===== src/hw/rtl/slbcg_pkg.sv =====
// ----------------------------------------------------------------------------
// Status LED blink-code generator package
// Transaction types, action and mode codes, register indexes and widths.
// ----------------------------------------------------------------------------
package slbcg_pkg;

  localparam int DefaultGapTicks = 200;
  localparam int DefaultPhaseWidth = 17;

  // Number of burst patterns, one for each flash count from one to five.
  localparam int NumPatterns = 5;
  // Width that holds the longest burst cycle: 5*255 + 4*255 + 65535.
  localparam int CycW = 17;
  // Width that holds the end of the last flash: 4*510 + 255.
  localparam int StartW = 12;
  localparam int FastW = 9;

  localparam logic [7:0] RstFlashOn = 8'd12;
  localparam logic [7:0] RstFlashOff = 8'd12;
  localparam logic [15:0] RstBurstGap = 16'd200;
  localparam logic [15:0] RstErrorHold = 16'd500;

  typedef enum logic [2:0] {
    ACT_TICK        = 3'd0,
    ACT_SET_MODE    = 3'd1,
    ACT_SET_FAULT   = 3'd2,
    ACT_NET_ERROR   = 3'd3,
    ACT_WRITE_FAULT = 3'd4,
    ACT_CLEAR_FAULT = 3'd5,
    ACT_CLEAR_ALL   = 3'd6
  } action_e;

  typedef enum logic [1:0] {
    MODE_IDLE   = 2'd0,
    MODE_ACTIVE = 2'd1,
    MODE_ERROR  = 2'd2
  } mode_e;

  typedef enum logic [1:0] {
    REG_FLASH_ON   = 2'd0,
    REG_FLASH_OFF  = 2'd1,
    REG_BURST_GAP  = 2'd2,
    REG_ERROR_HOLD = 2'd3
  } cfg_reg_e;

  localparam logic [2:0] FaultReady         = 3'd0;
  localparam logic [2:0] FaultBusUnconfig   = 3'd1;
  localparam logic [2:0] FaultNodeMissing   = 3'd2;
  localparam logic [2:0] FaultWriteFailed   = 3'd3;
  localparam logic [2:0] FaultGadgetMissing = 3'd4;
  localparam logic [2:0] FaultDegraded      = 3'd5;

  typedef struct packed {
    logic [2:0] action;
    logic [1:0] mode_value;
    logic [2:0] fault_value;
    logic       bus_configured;
  } in_item_t;

  typedef struct packed {
    logic primary_led;
    logic secondary_led;
  } out_item_t;

endpackage


===== src/hw/rtl/status_led_blink_code_generator.sv =====
// ----------------------------------------------------------------------------
// Status LED blink-code generator
// Drives a network status LED and a fault code LED from event and tick
// transactions, with programmable flash, gap and error hold timing.
// ----------------------------------------------------------------------------
// Usage: the input channel carries one transaction per event or per 10 ms
// tick. Event transactions change the network mode or the fault code and
// give no result. Each tick transaction gives exactly one result on the
// output channel, holding the two LED levels that apply to that tick.
// The result is registered: a tick accepted in one cycle shows its result
// in the next. Throughput is one transaction per cycle while results are
// taken; the single result register sets this, and the block takes a new transaction
// whenever that register is empty or is being emptied in the same cycle.
// If the receiver stalls with a result waiting, ready drops until the
// result is taken, and the result stays unchanged meanwhile.
// Reset loads the default timing (12 ticks on, 12 off, 200 gap, 500 hold),
// idle mode, the ready fault code, and all phase counters at zero. The
// configuration port writes one register a cycle; writing the flash or gap
// timing restarts every phase counter.
// ----------------------------------------------------------------------------
module status_led_blink_code_generator
  import slbcg_pkg::*;
#(
  parameter int DEFAULT_GAP_TICKS = DefaultGapTicks,
  parameter int PHASE_WIDTH       = DefaultPhaseWidth
) (
  input  logic      clk_i,
  input  logic      rst_ni,
  input  logic      in_valid_i,
  output logic      in_ready_o,
  input  in_item_t  in_data_i,
  output logic      out_valid_o,
  input  logic      out_ready_i,
  output out_item_t out_data_o,
  input  logic      cfg_we_i,
  input  logic [1:0]  cfg_index_i,
  input  logic [15:0] cfg_data_i
);

  // Compare width wide enough for both a phase value and a cycle length.
  localparam int CmpW = (PHASE_WIDTH > CycW) ? PHASE_WIDTH + 1 : CycW + 1;

  // Timing registers.
  logic [7:0]  flash_on_q, flash_on_d;
  logic [7:0]  flash_off_q, flash_off_d;
  logic [15:0] burst_gap_q, burst_gap_d;
  logic [15:0] error_hold_q, error_hold_d;

  // Block state.
  mode_e                  mode_q, mode_d;
  logic [2:0]             fault_q, fault_d;
  logic                   armed_q, armed_d;
  logic [15:0]            remain_q, remain_d;
  logic [PHASE_WIDTH-1:0] burst_phase_q [NumPatterns];
  logic [PHASE_WIDTH-1:0] burst_phase_d [NumPatterns];
  logic [FastW-1:0]       fast_phase_q, fast_phase_d;

  // Result register.
  logic      out_valid_q, out_valid_d;
  out_item_t out_data_q, out_data_d;

  // Derived timing and pattern decode.
  logic [FastW-1:0]       period;
  logic [15:0]            gap_eff;
  logic [CycW-1:0]        cycle_len [NumPatterns];
  logic [StartW-1:0]      flash_start [NumPatterns];
  logic [StartW-1:0]      flash_end [NumPatterns];
  logic [NumPatterns-1:0] burst_lit;
  logic [PHASE_WIDTH-1:0] phase_inc [NumPatterns];
  logic [FastW-1:0]       fast_inc;
  mode_e                  shown_mode;
  logic [2:0]             shown_fault;
  logic                   primary;
  logic                   secondary;
  logic                   accept;
  in_item_t               item;
  logic                   restart;

  assign in_ready_o  = !out_valid_q || out_ready_i;
  assign accept      = in_valid_i && in_ready_o;
  assign item        = in_data_i;
  assign out_valid_o = out_valid_q;
  assign out_data_o  = out_data_q;

  assign period  = {1'b0, flash_on_q} + {1'b0, flash_off_q};
  assign gap_eff = (burst_gap_q != 16'd0) ? burst_gap_q : 16'(DEFAULT_GAP_TICKS);

  // Flash k of any burst is lit for phases in [k*period, k*period + on).
  // A burst of n flashes lasts n*on + (n-1)*off + gap ticks.
  always_comb begin
    for (int k = 0; k < NumPatterns; k++) begin
      flash_start[k] = StartW'(period) * StartW'(k);
      flash_end[k]   = flash_start[k] + StartW'(flash_on_q);
      cycle_len[k]   = CycW'(flash_on_q) * CycW'(k + 1) + CycW'(flash_off_q) * CycW'(k)
                     + CycW'(gap_eff);
    end
  end

  // The counter of pattern i is lit when its phase falls inside any of
  // its first i+1 flashes. With no lit time no flash ever shows.
  always_comb begin
    for (int i = 0; i < NumPatterns; i++) begin
      burst_lit[i] = 1'b0;
      for (int k = 0; k < NumPatterns; k++) begin
        if (k <= i &&
            CmpW'(burst_phase_q[i]) >= CmpW'(flash_start[k]) &&
            CmpW'(burst_phase_q[i]) <  CmpW'(flash_end[k])) begin
          burst_lit[i] = 1'b1;
        end
      end
      if (flash_on_q == 8'd0) begin
        burst_lit[i] = 1'b0;
      end
    end
  end

  // An expired latched error is shown as idle, while the stored mode stays.
  always_comb begin
    shown_mode = mode_q;
    if (mode_q == MODE_ERROR && armed_q && remain_q == 16'd0) begin
      shown_mode = MODE_IDLE;
    end
    case (shown_mode)
      MODE_ACTIVE: primary = 1'b1;
      MODE_ERROR:  primary = (flash_on_q != 8'd0) && (fast_phase_q < {1'b0, flash_on_q});
      default:     primary = burst_lit[2];
    endcase
  end

  // An unconfigured bus forces a single flash, unless the gadget is missing.
  always_comb begin
    shown_fault = fault_q;
    if (fault_q != FaultGadgetMissing && !item.bus_configured) begin
      shown_fault = FaultBusUnconfig;
    end
    case (shown_fault)
      FaultBusUnconfig:   secondary = burst_lit[0];
      FaultNodeMissing:   secondary = burst_lit[1];
      FaultWriteFailed:   secondary = burst_lit[2];
      FaultGadgetMissing: secondary = burst_lit[3];
      FaultDegraded:      secondary = burst_lit[4];
      default:            secondary = 1'b0;
    endcase
  end

  always_comb begin
    for (int i = 0; i < NumPatterns; i++) begin
      phase_inc[i] = burst_phase_q[i] + PHASE_WIDTH'(1);
    end
    fast_inc = fast_phase_q + FastW'(1);
  end

  // Configuration writes and transaction processing.
  always_comb begin
    flash_on_d   = flash_on_q;
    flash_off_d  = flash_off_q;
    burst_gap_d  = burst_gap_q;
    error_hold_d = error_hold_q;
    mode_d       = mode_q;
    fault_d      = fault_q;
    armed_d      = armed_q;
    remain_d     = remain_q;
    burst_phase_d = burst_phase_q;
    fast_phase_d = fast_phase_q;
    out_data_d   = out_data_q;
    out_valid_d  = out_valid_q && !out_ready_i;
    restart      = 1'b0;

    if (cfg_we_i) begin
      case (cfg_reg_e'(cfg_index_i))
        REG_FLASH_ON: begin
          flash_on_d = cfg_data_i[7:0];
          restart    = 1'b1;
        end
        REG_FLASH_OFF: begin
          flash_off_d = cfg_data_i[7:0];
          restart     = 1'b1;
        end
        REG_BURST_GAP: begin
          burst_gap_d = cfg_data_i;
          restart     = 1'b1;
        end
        REG_ERROR_HOLD: error_hold_d = cfg_data_i;
        default: ;
      endcase
    end

    if (accept) begin
      case (action_e'(item.action))
        ACT_TICK: begin
          out_valid_d = 1'b1;
          out_data_d.primary_led   = primary;
          out_data_d.secondary_led = secondary;
          for (int i = 0; i < NumPatterns; i++) begin
            if (CmpW'(phase_inc[i]) >= CmpW'(cycle_len[i])) begin
              burst_phase_d[i] = '0;
            end else begin
              burst_phase_d[i] = phase_inc[i];
            end
          end
          if (period == '0 || fast_inc >= period) begin
            fast_phase_d = '0;
          end else begin
            fast_phase_d = fast_inc;
          end
          if (remain_q != 16'd0) begin
            remain_d = remain_q - 16'd1;
          end
        end
        ACT_SET_MODE: begin
          // The unused mode code is ignored.
          if (item.mode_value <= MODE_ERROR) begin
            mode_d = mode_e'(item.mode_value);
            if (mode_e'(item.mode_value) != MODE_ERROR) begin
              armed_d  = 1'b0;
              remain_d = 16'd0;
            end
          end
        end
        ACT_SET_FAULT: begin
          if (item.fault_value <= FaultDegraded) begin
            fault_d = item.fault_value;
          end
        end
        ACT_NET_ERROR: begin
          mode_d   = MODE_ERROR;
          armed_d  = 1'b1;
          remain_d = error_hold_q;
        end
        ACT_WRITE_FAULT: fault_d = FaultWriteFailed;
        ACT_CLEAR_FAULT: fault_d = FaultReady;
        ACT_CLEAR_ALL: begin
          mode_d   = MODE_IDLE;
          fault_d  = FaultReady;
          armed_d  = 1'b0;
          remain_d = 16'd0;
        end
        default: ;
      endcase
    end

    if (restart) begin
      for (int i = 0; i < NumPatterns; i++) begin
        burst_phase_d[i] = '0;
      end
      fast_phase_d = '0;
    end
  end

  always_ff @(posedge clk_i or negedge rst_ni) begin
    if (!rst_ni) begin
      flash_on_q   <= RstFlashOn;
      flash_off_q  <= RstFlashOff;
      burst_gap_q  <= RstBurstGap;
      error_hold_q <= RstErrorHold;
      mode_q       <= MODE_IDLE;
      fault_q      <= FaultReady;
      armed_q      <= 1'b0;
      remain_q     <= 16'd0;
      for (int i = 0; i < NumPatterns; i++) begin
        burst_phase_q[i] <= '0;
      end
      fast_phase_q <= '0;
      out_valid_q  <= 1'b0;
    end else begin
      flash_on_q    <= flash_on_d;
      flash_off_q   <= flash_off_d;
      burst_gap_q   <= burst_gap_d;
      error_hold_q  <= error_hold_d;
      mode_q        <= mode_d;
      fault_q       <= fault_d;
      armed_q       <= armed_d;
      remain_q      <= remain_d;
      burst_phase_q <= burst_phase_d;
      fast_phase_q  <= fast_phase_d;
      out_valid_q   <= out_valid_d;
    end
  end

  always_ff @(posedge clk_i) begin
    out_data_q <= out_data_d;
  end

endmodule


===== config.mk =====
export PLATFORM = sky130hd
export DESIGN_NAME = status_led_blink_code_generator
export DESIGN_NICKNAME = d
export VERILOG_FILES = /design/src/hw/rtl/slbcg_pkg.sv /design/src/hw/rtl/status_led_blink_code_generator.sv
export SDC_FILE = /design/constraint.sdc
export NUM_CORES = 1
export LEC_CHECK = 0
export BUFFER_PORTS_ARGS = -buffer_cell sky130_fd_sc_hd__buf_2
export CAP_MARGIN = 20
export CORE_ASPECT_RATIO = 1.25
export CORE_MARGIN = 8
export CORE_UTILIZATION = 39
export CTS_CLUSTER_DIAMETER = 60
export DETAILED_ROUTE_END_ITERATION = 8
export GPL_ROUTABILITY_DRIVEN = 0
export PLACE_DENSITY_LB_ADDON = 0.05
export SYNTH_ARGS = -nofsm -noshare
export SYNTH_HDL_FRONTEND = slang
export SYNTH_SLANG_ARGS = --single-unit

===== constraint.sdc =====
create_clock -name clk_i -period 19.7 [get_ports clk_i]
set_clock_uncertainty 0.2 [all_clocks]
set_input_delay 2.955 -clock clk_i [delete_from_list [all_inputs] [get_ports clk_i]]
set_output_delay 2.955 -clock clk_i [all_outputs]
set_load 0.02 [all_outputs]

Word-level counts from Yosys, hierarchy flattened
Cells that the tools add are included.

word-level totals
  bits in registers = 167
  word-level logic and storage cells = 207

operators by class
  $add $sub $neg = 21
  order comparisons = 39
  multiplexer cells = 52
  multiply operators = 4
  eq/ne operators = 23
  reduce and logical (&&, ||, !) cells = 51

operators by type and width
  operator                                                                              number
  85-bit 2-to-1 mux                                                                     3
  17-bit by 1-bit adder with 17-bit output, second input constant                       5
  17-bit by 1-bit greater-or-equal comparator with 1-bit output, second input constant  5
  17-bit greater-or-equal comparator                                                    5
  17-bit by 8-bit < comparator with 1-bit output                                        5
  17-bit 2-to-1 mux                                                                     5
  17-bit by 9-bit greater-or-equal comparator with 1-bit output                         4
  17-bit by 10-bit < comparator with 1-bit output                                       4
  16-bit 2-to-1 mux                                                                     4
  16-bit one-hot mux with 4 select lines                                                1
  17-bit by 10-bit greater-or-equal comparator with 1-bit output                        3
  17-bit by 11-bit greater-or-equal comparator with 1-bit output                        3
  17-bit by 11-bit < comparator with 1-bit output                                       3
  17-bit by 12-bit < comparator with 1-bit output                                       3
  9-bit 2-to-1 mux                                                                      4
  11-bit by 16-bit adder with 17-bit output                                             2
  16-bit nonzero test                                                                   2
  1-bit 2-to-1 mux                                                                      26
  11-bit by 8-bit adder with 12-bit output                                              2
  1-bit logical AND                                                                     21
  9-bit by 8-bit adder with 10-bit output                                               2
  8-bit by 2-bit multiplier with 10-bit output, second input constant                   2
  10-bit by 16-bit adder with 17-bit output                                             1
  12-bit by 16-bit adder with 17-bit output                                             1
  other kinds (45)                                                                      74

Logic depth before layout (Yosys ltp)
Gate-level depths: netlist of the first run.

  depth after elaboration = 10
  gate-level depth with buffers = 29
  depth with buffers taken out = 27

Worst setup path before layout of the first run
No wires, ideal clock.

  path kind = input-to-output
  start point = input port out_ready_i
  end point = output port in_ready_o
  cell stages on the path = 1
  data arrival time = 3.234 ns
  slack = 13.311 ns
  data required time = 16.545 ns
  cells stage by stage = nand2b_1

on the way
  cells in the longest elaborated chain, start to end = 1

ends and longest elaborated chain
  element           RTL line                               RTL
  start, declared   status_led_blink_code_generator.sv:33  input logic out_ready_i,
  1-bit logical OR  status_led_blink_code_generator.sv:79  assign in_ready_o = !out_valid_q || out_ready_i;
  end, declared     status_led_blink_code_generator.sv:30  output logic in_ready_o,

Every way passes these cells.

Worst setup path in the final report of the first run
  start point = register flash_on_q[1]
  end point = register out_data_q, in the netlist out_data_o[0], data pin

on the way
  cells in the longest elaborated chain, start to end = 10
  elaborated cells between the ends (all ways) = 68
  classes of those cells = add/sub (5); mul (1); order compare (25); mux (21); reduce/logical (16)

ends and longest elaborated chain
  element                                                                                                  RTL line                                RTL
  start, declared                                                                                          status_led_blink_code_generator.sv:44   logic [7:0] flash_on_q, flash_on_d;
  start signal, assigned                                                                                   status_led_blink_code_generator.sv:252  flash_on_q <= RstFlashOn;
  start signal, assigned                                                                                   status_led_blink_code_generator.sv:266  flash_on_q <= flash_on_d;
  parallel branches: the longest is 9 deep, another holds 17-bit by 12-bit < comparator with 1-bit output  -
  1-bit one-hot mux with 5 select lines *                                                                  status_led_blink_code_generator.sv:136  case (shown_fault)
  named net secondary                                                                                      status_led_blink_code_generator.sv:74   logic secondary;
  end signal, assigned                                                                                     status_led_blink_code_generator.sv:281  out_data_q <= out_data_d;
  end, declared                                                                                            status_led_blink_code_generator.sv:60   out_item_t out_data_q, out_data_d;

Mark *: on every way through the listed nets, which the timed path passes.
A chain may end at the register's enable or synchronous reset.

==> results of run 1 <==
[tightest hold or removal path, delay by kind of cell, from the launching register on]
kind | cells | cell delay, ps
flip-flops | 1 | 340
AO/OA/AOI/OAI | 2 | 140
[layout make-up]
class	count	area share, %
tap	727	3.972
clock inverter	14	0.6994
clock buffer	18	1.874
sequential	167	18.36
inverter	194	3.191
antenna	2	0.02186
multi-input combinational	1993	69.92
timing repair buffer	70	1.956
[where the power goes]
part           internal (uW)  switching, uW  total (uW)
Sequential               383           65.1         449
Combinational            968           1460        2430
Clock                    181            178         359
[layer usage]
layer	global-route usage (%)	vias up	share of wire, %
met5	0	-	0
met4	12.71	0	5.5
met3	2.394	146	2.8
met2	43.54	409	51
met1	27.97	8853	41
li1	-	8737	-
[path summary, 6_finish.rpt]
| kind | start | to | slack [ps] | depth (start not counted) |
|---|---|---|---|---|
| max | flash_on_q[1] | out_data_o[0] | 11930 | 24 |
| min | remain_q[6] | remain_q[6] | 320 | 2 |
| max reg2reg | flash_on_q[1] | out_data_o[0] | 11930 | 24 |
| min reg2reg | remain_q[6] | remain_q[6] | 320 | 2 |
| max in group asynchronous | rst_ni | error_hold_q[0] | 15090 | 3 |
| min in group asynchronous | rst_ni | burst_phase_q[62] | 2260 | 1 |
[metrics by stage]
step | instance area, um2 | utilization [%] | total power [uW]
after floorplan | 21200 | - | 2158
after global placement | 22280 | 41.47 | 2831
after detailed placement | 22290 | 41.49 | 2875
after CTS | 22880 | 42.58 | 3262
after global routing | 22890 | 42.61 | 3560
final | 22900 | 42.62 | 3240
[Yosys cell counts (all sizes together) (9+ instances only)]
library cell,n,area share [%]
a2111oi,11,0.46
and3,27,0.80
mux2,40,2.1
inv,194,3.4
o211ai,17,0.60
o21a,23,0.81
ha,425,25
nand3,71,1.7
dfstp,13,1.6
a21o,99,3.5
nor3,36,0.85
dfrtp,152,18
o2111ai,9,0.37
nand2,215,3.8
a211oi,20,0.73
a22o,13,0.54
o21ai,142,3.4
nand4,33,1.0
nor2b,23,0.68
nor2,98,1.7
a21oi,155,3.7
clkbuf,60,1.1
o31ai,10,0.35
nand2b,82,2.4
nor4,20,0.59
fa,62,5.9
xnor2,117,4.9
o21bai,33,1.2
a31oi,15,0.44
maj3,14,0.67
xor2,64,2.6
buf,9,0.27
nor3b,9,0.32
[state kept, by name (all words and copies together) (netlist names)]
signal / cells
armed_q: 1
remain_q: 16
out_valid_o: 1
fault_q: 3
flash_on_q: 8
out_data_o: 2
error_hold_q: 16
flash_off_q: 8
burst_phase_q: 85
mode_q: 2
fast_phase_q: 9
burst_gap_q: 16
[cell families (layout without fill, tap and decap cells)]
family | Yosys count | after routing | synth area share [%]
adders and majority gates | 501 | 501 | 31.61
xor gates and xnor gates | 181 | 181 | 7.513
DFF | 167 | 167 | 19.84
other | 0 | 2 | 0
AOI/OAI and AO/OA | 605 | 605 | 18.35
muxes | 46 | 46 | 2.408
buffers and inverters | 263 | 296 | 4.780
and+or+nand+nor | 660 | 660 | 15.50
==> results.tsv, run 1 <==
stage	metric	value	unit
setup_path	crit-path most repeated cell	ha_1	
setup_path	crit end category	flop	
setup_path	CP Data Arrival Time	7860	ps
clock_tree	CTS tree	done	
clock_tree	later-pin clock latency in the skew report	470	ps
power_and_ir_drop	worst vdd ir	91.52	uV
cells_and_area	area delta synth->final	8.015	%
timing	Fin. Hold Viols	0	
timing	hold_ws	315.2	ps
grt	first-pass GRT wire length	114100	um
clock_tree	clk root buf	clkbuf_16	
timing	Max-slew headroom	30.17	%
timing	Max Freq	128.7	MHz
place	DP Cell Count	3149	
yosys	top_reg_cell synth	dfrtp_1	
clock_tree	clock sinks	167	
timing	final worst slack	11930	ps
cells_and_area	fillers	5424	
floorplanning	die width	224.5	um
timing	unrepaired setup endpoints after global routing	false	
clock_tree	CTS max path bufs	2	
cells_and_area	most frequent cells in the layout	ha_1, nand2_1, inv_1	
setup_path	CP required	19790	ps
setup_path	Slowest-stage cell, CP	dfrtp_1	
yosys	sequential area share after synthesis	19.84	%
routing	DRT antenna net count	0	
grt	Total GRT Usage	24.22	%
setup_path	critical path, cell by cell	inv_1, fa_1, nor2b_1, o221ai_1, a21o_1, nor2_1, ha_1, o2111ai_1, o41ai_1, a211oi_1, xnor2_1, ha_1, a21o_1, nand2_1, or3_1, ha_1, and4b_1, a22oi_1, nand4_1, a2111oi_0, o311ai_0, a21oi_1, nor3b_1, o211ai_1	
setup_path	Setup CP Type	reg -> reg	
floorplanning	io pins	36	
floorplanning	effective utilization at floorplan	39.46	%
timing	part of the cycle the worst path needs	39.45	%
routing	Initial DRT Pass Iterations	5	
yosys	post-synth cell types	79	
yosys	cell count after synthesis	2423	
routing	DR vias/cell	5.697	
place	Detailed Place HPWL	59530	um
cells_and_area	Seq. cell area	4205	um2
yosys	cell area after synthesis	21200	um2
clock_tree	# H-tree levels	4	
clock_tree	clk slew on worst S/H paths	80	ps
place	port bufs	35	
power_and_ir_drop	Leakage	0.01175	uW
yosys	async set or reset register ratio after synthesis	98.80	%
setup_path	top cell family by delay on the critical path	compound AO/OA/AOI/OAI gates	
setup_path	WP buf/inv	1	
routing	vias	18150	
clock_tree	post-cts resize count	0	
yosys	Yosys warning total	0	
routing	# DRC	0	
yosys	syn nets	2942	
power_and_ir_drop	P per Cell Area	141.5	nW/um2
floorplanning	Die Area	62120	um2
timing	min Tclk post-route	7771	ps
timing	Final setup viols	0	
routing	drt total wl	75300	um
cells_and_area	commonest non-fill, non-tap cell in the layout	ha_1	
timing	Slew Viols, Final	0	
clock_tree	buffer count from post-CTS setup fixing	0	
status	status	completed	
timing	Tightest Pin Transition	1047	ps
cells_and_area	share of layout cells above drive strength 1	7.248	%
floorplanning	Cell Rows	95	
timing	final setup TNS	0	ps
floorplanning	Die H	276.7	um
grt	initial antenna violation count	4	
yosys	Yosys reg bits	167	
cells_and_area	area of the multi-input gates	16010	um2
grt	largest net degree at the start of global routing	68	
grt	vias in the first global route	18520	
routing	wire per inst	23.64	um
floorplanning	core area	53730	um2
routing	Initial DRC Count	1069	
clock_tree	CTS buffer count	17	
cells_and_area	nets	2962	
cells_and_area	final instance count without filler cells	3185	
clock_tree	Hold-fix buffers, CTS	0	
setup_path	biggest cell delay along the critical path	790	ps
worst_hold_path	Hold Path Class	reg -> reg	
run	Max Cap Violations	0	
grt	grt ovf	0	
place	Setup WS pre-CTS	12070	ps
setup_path	CP startpoint kind	flop	
setup_path	CP max FO	12	
yosys	number of flops mapped to enable cells by yosys	2	
yosys	mean post-synth cell area	8.750	um2
(Power assumes the default switching activity.)
==> run 2: changes to the inputs <==
==> constraint.sdc (replaced) <==
create_clock -name clk_i -period 7.7 [get_ports clk_i]
set_clock_uncertainty 0.2 [all_clocks]
set_input_delay 1.155 -clock clk_i [delete_from_list [all_inputs] [get_ports clk_i]]
set_output_delay 1.155 -clock clk_i [all_outputs]
set_load 0.02 [all_outputs]
==> results.tsv, run 2 (synthesized netlist as in run 1, its figures left out) <==
stage	metric	value	unit
status	status	completed	
timing	Final setup viols	0	
cells_and_area	area of the multi-input gates	16000	um2
clock_tree	clk slew on worst S/H paths	80	ps
grt	Total GRT Usage	24.67	%
floorplanning	die width	224.5	um
timing	Slew Viols, Final	0	
grt	grt ovf	0	
floorplanning	effective utilization at floorplan	39.46	%
setup_path	Setup CP Type	reg -> reg	
routing	drt total wl	76780	um
timing	min Tclk post-route	6719	ps
setup_path	crit end category	flop	
power_and_ir_drop	Leakage	0.01181	uW
grt	first-pass GRT wire length	115700	um
clock_tree	buffer count from post-CTS setup fixing	0	
routing	DR vias/cell	5.679	
cells_and_area	commonest non-fill, non-tap cell in the layout	ha_1	
clock_tree	later-pin clock latency in the skew report	480	ps
setup_path	Worst setup endpoint	burst_phase_q[11]	
cells_and_area	max reg flops	85	
cells_and_area	Seq. cell area	4205	um2
cells_and_area	nets	2974	
setup_path	CP Data Arrival Time	6910	ps
setup_path	CP startpoint kind	flop	
grt	initial antenna violation count	0	
setup_path	Slowest-stage cell, CP	dfstp_2	
setup_path	biggest cell delay along the critical path	780	ps
routing	DRT antenna net count	0	
timing	Max Freq	148.8	MHz
clock_tree	clk root buf	clkbuf_16	
clock_tree	CTS max path bufs	2	
setup_path	CP max FO	13	
cells_and_area	Top reg by flops	burst_phase_q	
clock_tree	# H-tree levels	4	
timing	part of the cycle the worst path needs	87.26	%
setup_path	reg-to-reg critical path endpoint	burst_phase_q[11]	
clock_tree	CTS tree	done	
cells_and_area	final instance count without filler cells	3196	
place	Detailed Place HPWL	60460	um
setup_path	crit-path most repeated cell	a21oi_1	
setup_path	WP buf/inv	3	
floorplanning	io pins	36	
grt	largest net degree at the start of global routing	103	
worst_hold_path	Hold Path Class	reg -> reg	
setup_path	r2r startpoint	flash_on_q[3]	
grt	vias in the first global route	18530	
run	Max Cap Violations	0	
cells_and_area	most frequent cells in the layout	ha_1, nand2_1, inv_1	
setup_path	top cell family by delay on the critical path	compound AO/OA/AOI/OAI gates	
cells_and_area	share of layout cells above drive strength 1	7.618	%
timing	unrepaired setup endpoints after global routing	false	
setup_path	r2r setup slk	980	ps
floorplanning	Cell Rows	95	
timing	final setup TNS	0	ps
floorplanning	Die Area	62120	um2
cells_and_area	fillers	5436	
cells_and_area	area delta synth->final	8.328	%
clock_tree	Hold-fix buffers, CTS	0	
routing	Initial DRC Count	898	
routing	vias	18150	
power_and_ir_drop	worst vdd ir	209.1	uV
place	port bufs	35	
clock_tree	clock sinks	167	
worst_hold_path	hold_sp	error_hold_q[0]	
routing	# DRC	0	
floorplanning	core area	53730	um2
routing	Initial DRT Pass Iterations	5	
setup_path	CP required	7890	ps
setup_path	Worst Setup SP	flash_on_q[3]	
place	DP Cell Count	3161	
clock_tree	post-cts resize count	0	
timing	Max-slew headroom	25.94	%
power_and_ir_drop	P per Cell Area	369.8	nW/um2
timing	Tightest Pin Transition	1103	ps
setup_path	stages on the worst setup path	26	
floorplanning	Die H	276.7	um
routing	wire per inst	24.02	um
setup_path	Reg2Reg Depth	26	
clock_tree	CTS buffer count	17	
timing	Fin. Hold Viols	0	
[run 2: cell count changes in the layout (fill, tap and decap cells not counted), moves of 2 or more]
| cell | delta |
|---|---|
| clkinv_2 | +2 |
| clkbuf_8 | +2 |
| inv_8 | -2 |
| buf_4 | +13 |
[run 2: layout make-up]
cell class	instances	area share, %
Antenna cell	1	0.01090
Clock buffer	19	1.972
Clock inverter	13	0.5775
Inverter	194	3.182
Multi-Input combinational cell	1993	69.66
Sequential cell	167	18.31
Tap cell	727	3.961
Timing Repair Buffer	82	2.326
[run 2: how the worst min path moves through the flow]
stage | cells after the start | slack [ps] | endpoint
2_1_floorplan | 2 | 270 | remain_q[15]
3_3_place_gp | 1 | 290 | error_hold_q[0]
3_5_place_dp | 1 | 300 | error_hold_q[0]
4_1_cts | 1 | 320 | error_hold_q[0]
5_1_grt | 1 | 340 | error_hold_q[3]
6_report | 1 | 320 | error_hold_q[0]
[run 2: power by group]
group	switching (uW)	internal, uW	leakage [uW]	total [uW]
clock	446	473	0.000287	919
combinational	3960	2490	0.00934	6450
sequential	140	981	0.00218	1120
[run 2: through the flow]
step / power [uW] / worst slack, ps / cell area [um2] / hold WS (ps) / util [%]
after floorplan: 5522 / 1361 / 21200 / 271.3 / -
after global placement: 7446 / 926.7 / 22360 / 289.5 / 41.61
after detailed placement: 7560 / 1008 / 22370 / 298.3 / 41.63
after CTS: 8517 / 973.0 / 22950 / 316.7 / 42.72
after global routing: 9311 / 563.5 / 22960 / 340.6 / 42.74
final: 8492 / 980.8 / 22970 / 322.5 / 42.75
[run 2: metal layers]
| metal | up-vias | share of wire, % | track usage, % |
|---|---|---|---|
| met4 | 0 | 5.9 | 14.02 |
| li1 | 8755 | - | - |
| met2 | 420 | 49 | 42.95 |
| met5 | - | 0 | 0 |
| met3 | 164 | 3.1 | 2.754 |
| met1 | 8812 | 42 | 29.03 |
==> run 3: changes to the inputs <==
--- a/config.mk
+++ b/config.mk
@@ -10,9 +10,11 @@
 export CORE_ASPECT_RATIO = 1.25
 export CORE_MARGIN = 8
 export CORE_UTILIZATION = 39
+export CTS_BUF_LIST = sky130_fd_sc_hd__clkbuf_2 sky130_fd_sc_hd__clkbuf_4 sky130_fd_sc_hd__clkbuf_8
 export CTS_CLUSTER_DIAMETER = 60
 export DETAILED_ROUTE_END_ITERATION = 8
 export GPL_ROUTABILITY_DRIVEN = 0
+export GPL_TIMING_DRIVEN = 0
 export PLACE_DENSITY_LB_ADDON = 0.05
 export SYNTH_ARGS = -nofsm -noshare
 export SYNTH_HDL_FRONTEND = slang
==> results.tsv, run 3 (synthesized netlist as in run 1, its figures left out) <==
stage	metric	value	unit
setup_path	CP required	7770	ps
routing	wire per inst	23.83	um
cells_and_area	nets	3000	
power_and_ir_drop	worst vdd ir	236.1	uV
setup_path	crit-path most repeated cell	ha_1	
setup_path	Reg2Reg Depth	28	
timing	min Tclk post-route	7378	ps
grt	vias in the first global route	18910	
grt	initial antenna violation count	1	
cells_and_area	Seq. cell area	4219	um2
setup_path	stages on the worst setup path	28	
worst_hold_path	Hold Path Stages	1	
grt	grt ovf	0	
routing	vias	18420	
clock_tree	Hold-fix buffers, CTS	0	
floorplanning	io pins	36	
place	port bufs	32	
cells_and_area	fin util	42.54	%
floorplanning	Die Area	62120	um2
setup_path	Slowest-stage cell, CP	dfrtp_4	
status	status	completed	
clock_tree	CTS max path bufs	2	
cells_and_area	most frequent cells in the layout	ha_1, nand2_1, inv_1	
clock_tree	clk slew on worst S/H paths	110	ps
floorplanning	die width	224.5	um
grt	Total GRT Usage	24.52	%
floorplanning	Die H	276.7	um
routing	DR vias/cell	5.717	
setup_path	crit end category	flop	
routing	# DRC	0	
timing	Max Freq	135.5	MHz
setup_path	CP startpoint kind	flop	
clock_tree	later-pin clock latency in the skew report	540	ps
timing	part of the cycle the worst path needs	95.81	%
clock_tree	clock sinks	167	
clock_tree	clk root buf	clkbuf_8	
place	DP Cell Count	3186	
setup_path	CP max FO	14	
cells_and_area	fillers	5472	
timing	unrepaired setup endpoints after global routing	false	
clock_tree	CTS buffer count	17	
cells_and_area	final instance count without filler cells	3222	
cells_and_area	Top reg by flops	burst_phase_q	
cells_and_area	area of the multi-input gates	16020	um2
clock_tree	# H-tree levels	4	
routing	Initial DRC Count	974	
cells_and_area	area delta synth->final	7.796	%
cells_and_area	max reg flops	85	
grt	largest net degree at the start of global routing	97	
place	Detailed Place HPWL	62070	um
timing	Slew Viols, Final	0	
routing	Initial DRT Pass Iterations	7	
floorplanning	core area	53730	um2
cells_and_area	commonest non-fill, non-tap cell in the layout	ha_1	
cells_and_area	share of layout cells above drive strength 1	6.536	%
clock_tree	CTS tree	done	
power_and_ir_drop	P per Cell Area	363.2	nW/um2
run	Max Cap Violations	0	
floorplanning	Cell Rows	95	
timing	Fin. Hold Viols	0	
timing	Tightest Pin Transition	1108	ps
timing	hold_ws	321.5	ps
setup_path	WP buf/inv	3	
grt	first-pass GRT wire length	114700	um
setup_path	biggest cell delay along the critical path	610	ps
routing	DRT antenna net count	0	
floorplanning	effective utilization at floorplan	39.46	%
routing	drt total wl	76790	um
setup_path	Setup CP Type	reg -> reg	
timing	final setup TNS	0	ps
setup_path	CP Data Arrival Time	7450	ps
timing	Final setup viols	0	
timing	Max-slew headroom	26.10	%
setup_path	top cell family by delay on the critical path	compound AO/OA/AOI/OAI gates	
worst_hold_path	Hold Path Class	reg -> reg	
power_and_ir_drop	Leakage	0.01165	uW
[run 3: what timing repair did]
action,in CTS,in global routing
pin swaps,0,1
setup endpoints to repair,15,34
setup buffers,1,4
cloned,0,0
resized for setup,6,13
[run 3: path summary, 6_finish.rpt]
check                                 from                 to  slack (ps)
max                          flash_on_q[0]      out_data_o[0]         320
min                        error_hold_q[0]    error_hold_q[0]         320
max reg2reg                  flash_on_q[0]      out_data_o[0]         320
min reg2reg                error_hold_q[0]    error_hold_q[0]         320
max in group asynchronous           rst_ni      flash_on_q[0]        5910
min in group asynchronous           rst_ni  burst_phase_q[83]         370
[run 3: area by class of cell]
type | instances | area share [%]
multi-input cells | 1993 | 70.12
plain buffers | 67 | 1.210
flip-flops and latches | 167 | 18.46
clock inverters | 14 | 0.8103
repair buffers | 41 | 1.139
inverters | 194 | 3.214
clock buffers | 18 | 1.057
diodes | 1 | 0.01095
well taps | 727 | 3.980
[run 3: power breakdown]
part / switching (uW) / leakage [uW] / internal (uW)
Sequential: 190 / 0.00218 / 983
Combinational: 3900 / 0.00926 / 2490
Clock: 409 / 0.000213 / 334
Total: 4500 / 0.0117 / 3800
[run 3: per-stage QoR]
stage	area (um2)	setup slack, ps	total power (uW)
floorplan	21200	1361	5522
global placement	22270	-1194	7364
detailed placement	22330	-1077	7548
CTS	22790	-52.76	8336
global route	22850	0.7461	9111
finish	22850	322.3	8300
[run 3: routing by layer]
metal	part of all wire (%)	global-route usage, %	up-vias
met5	0	0	-
met4	6.7	15.11	0
met3	2.8	2.235	159
met2	51	44.35	380
met1	40	27.33	9047
li1	-	-	8834
[run 3: worst register-to-register path, delay by kind of cell, from the launching register on]
kind | cells | cell delay, ps
AOI/OAI and AO/OA | 11 | 2430
buffers and inverters | 3 | 410
and+or+nand+nor | 7 | 1200
DFF | 1 | 610
adders and majority gates | 5 | 1660
xor gates and xnor gates | 2 | 590
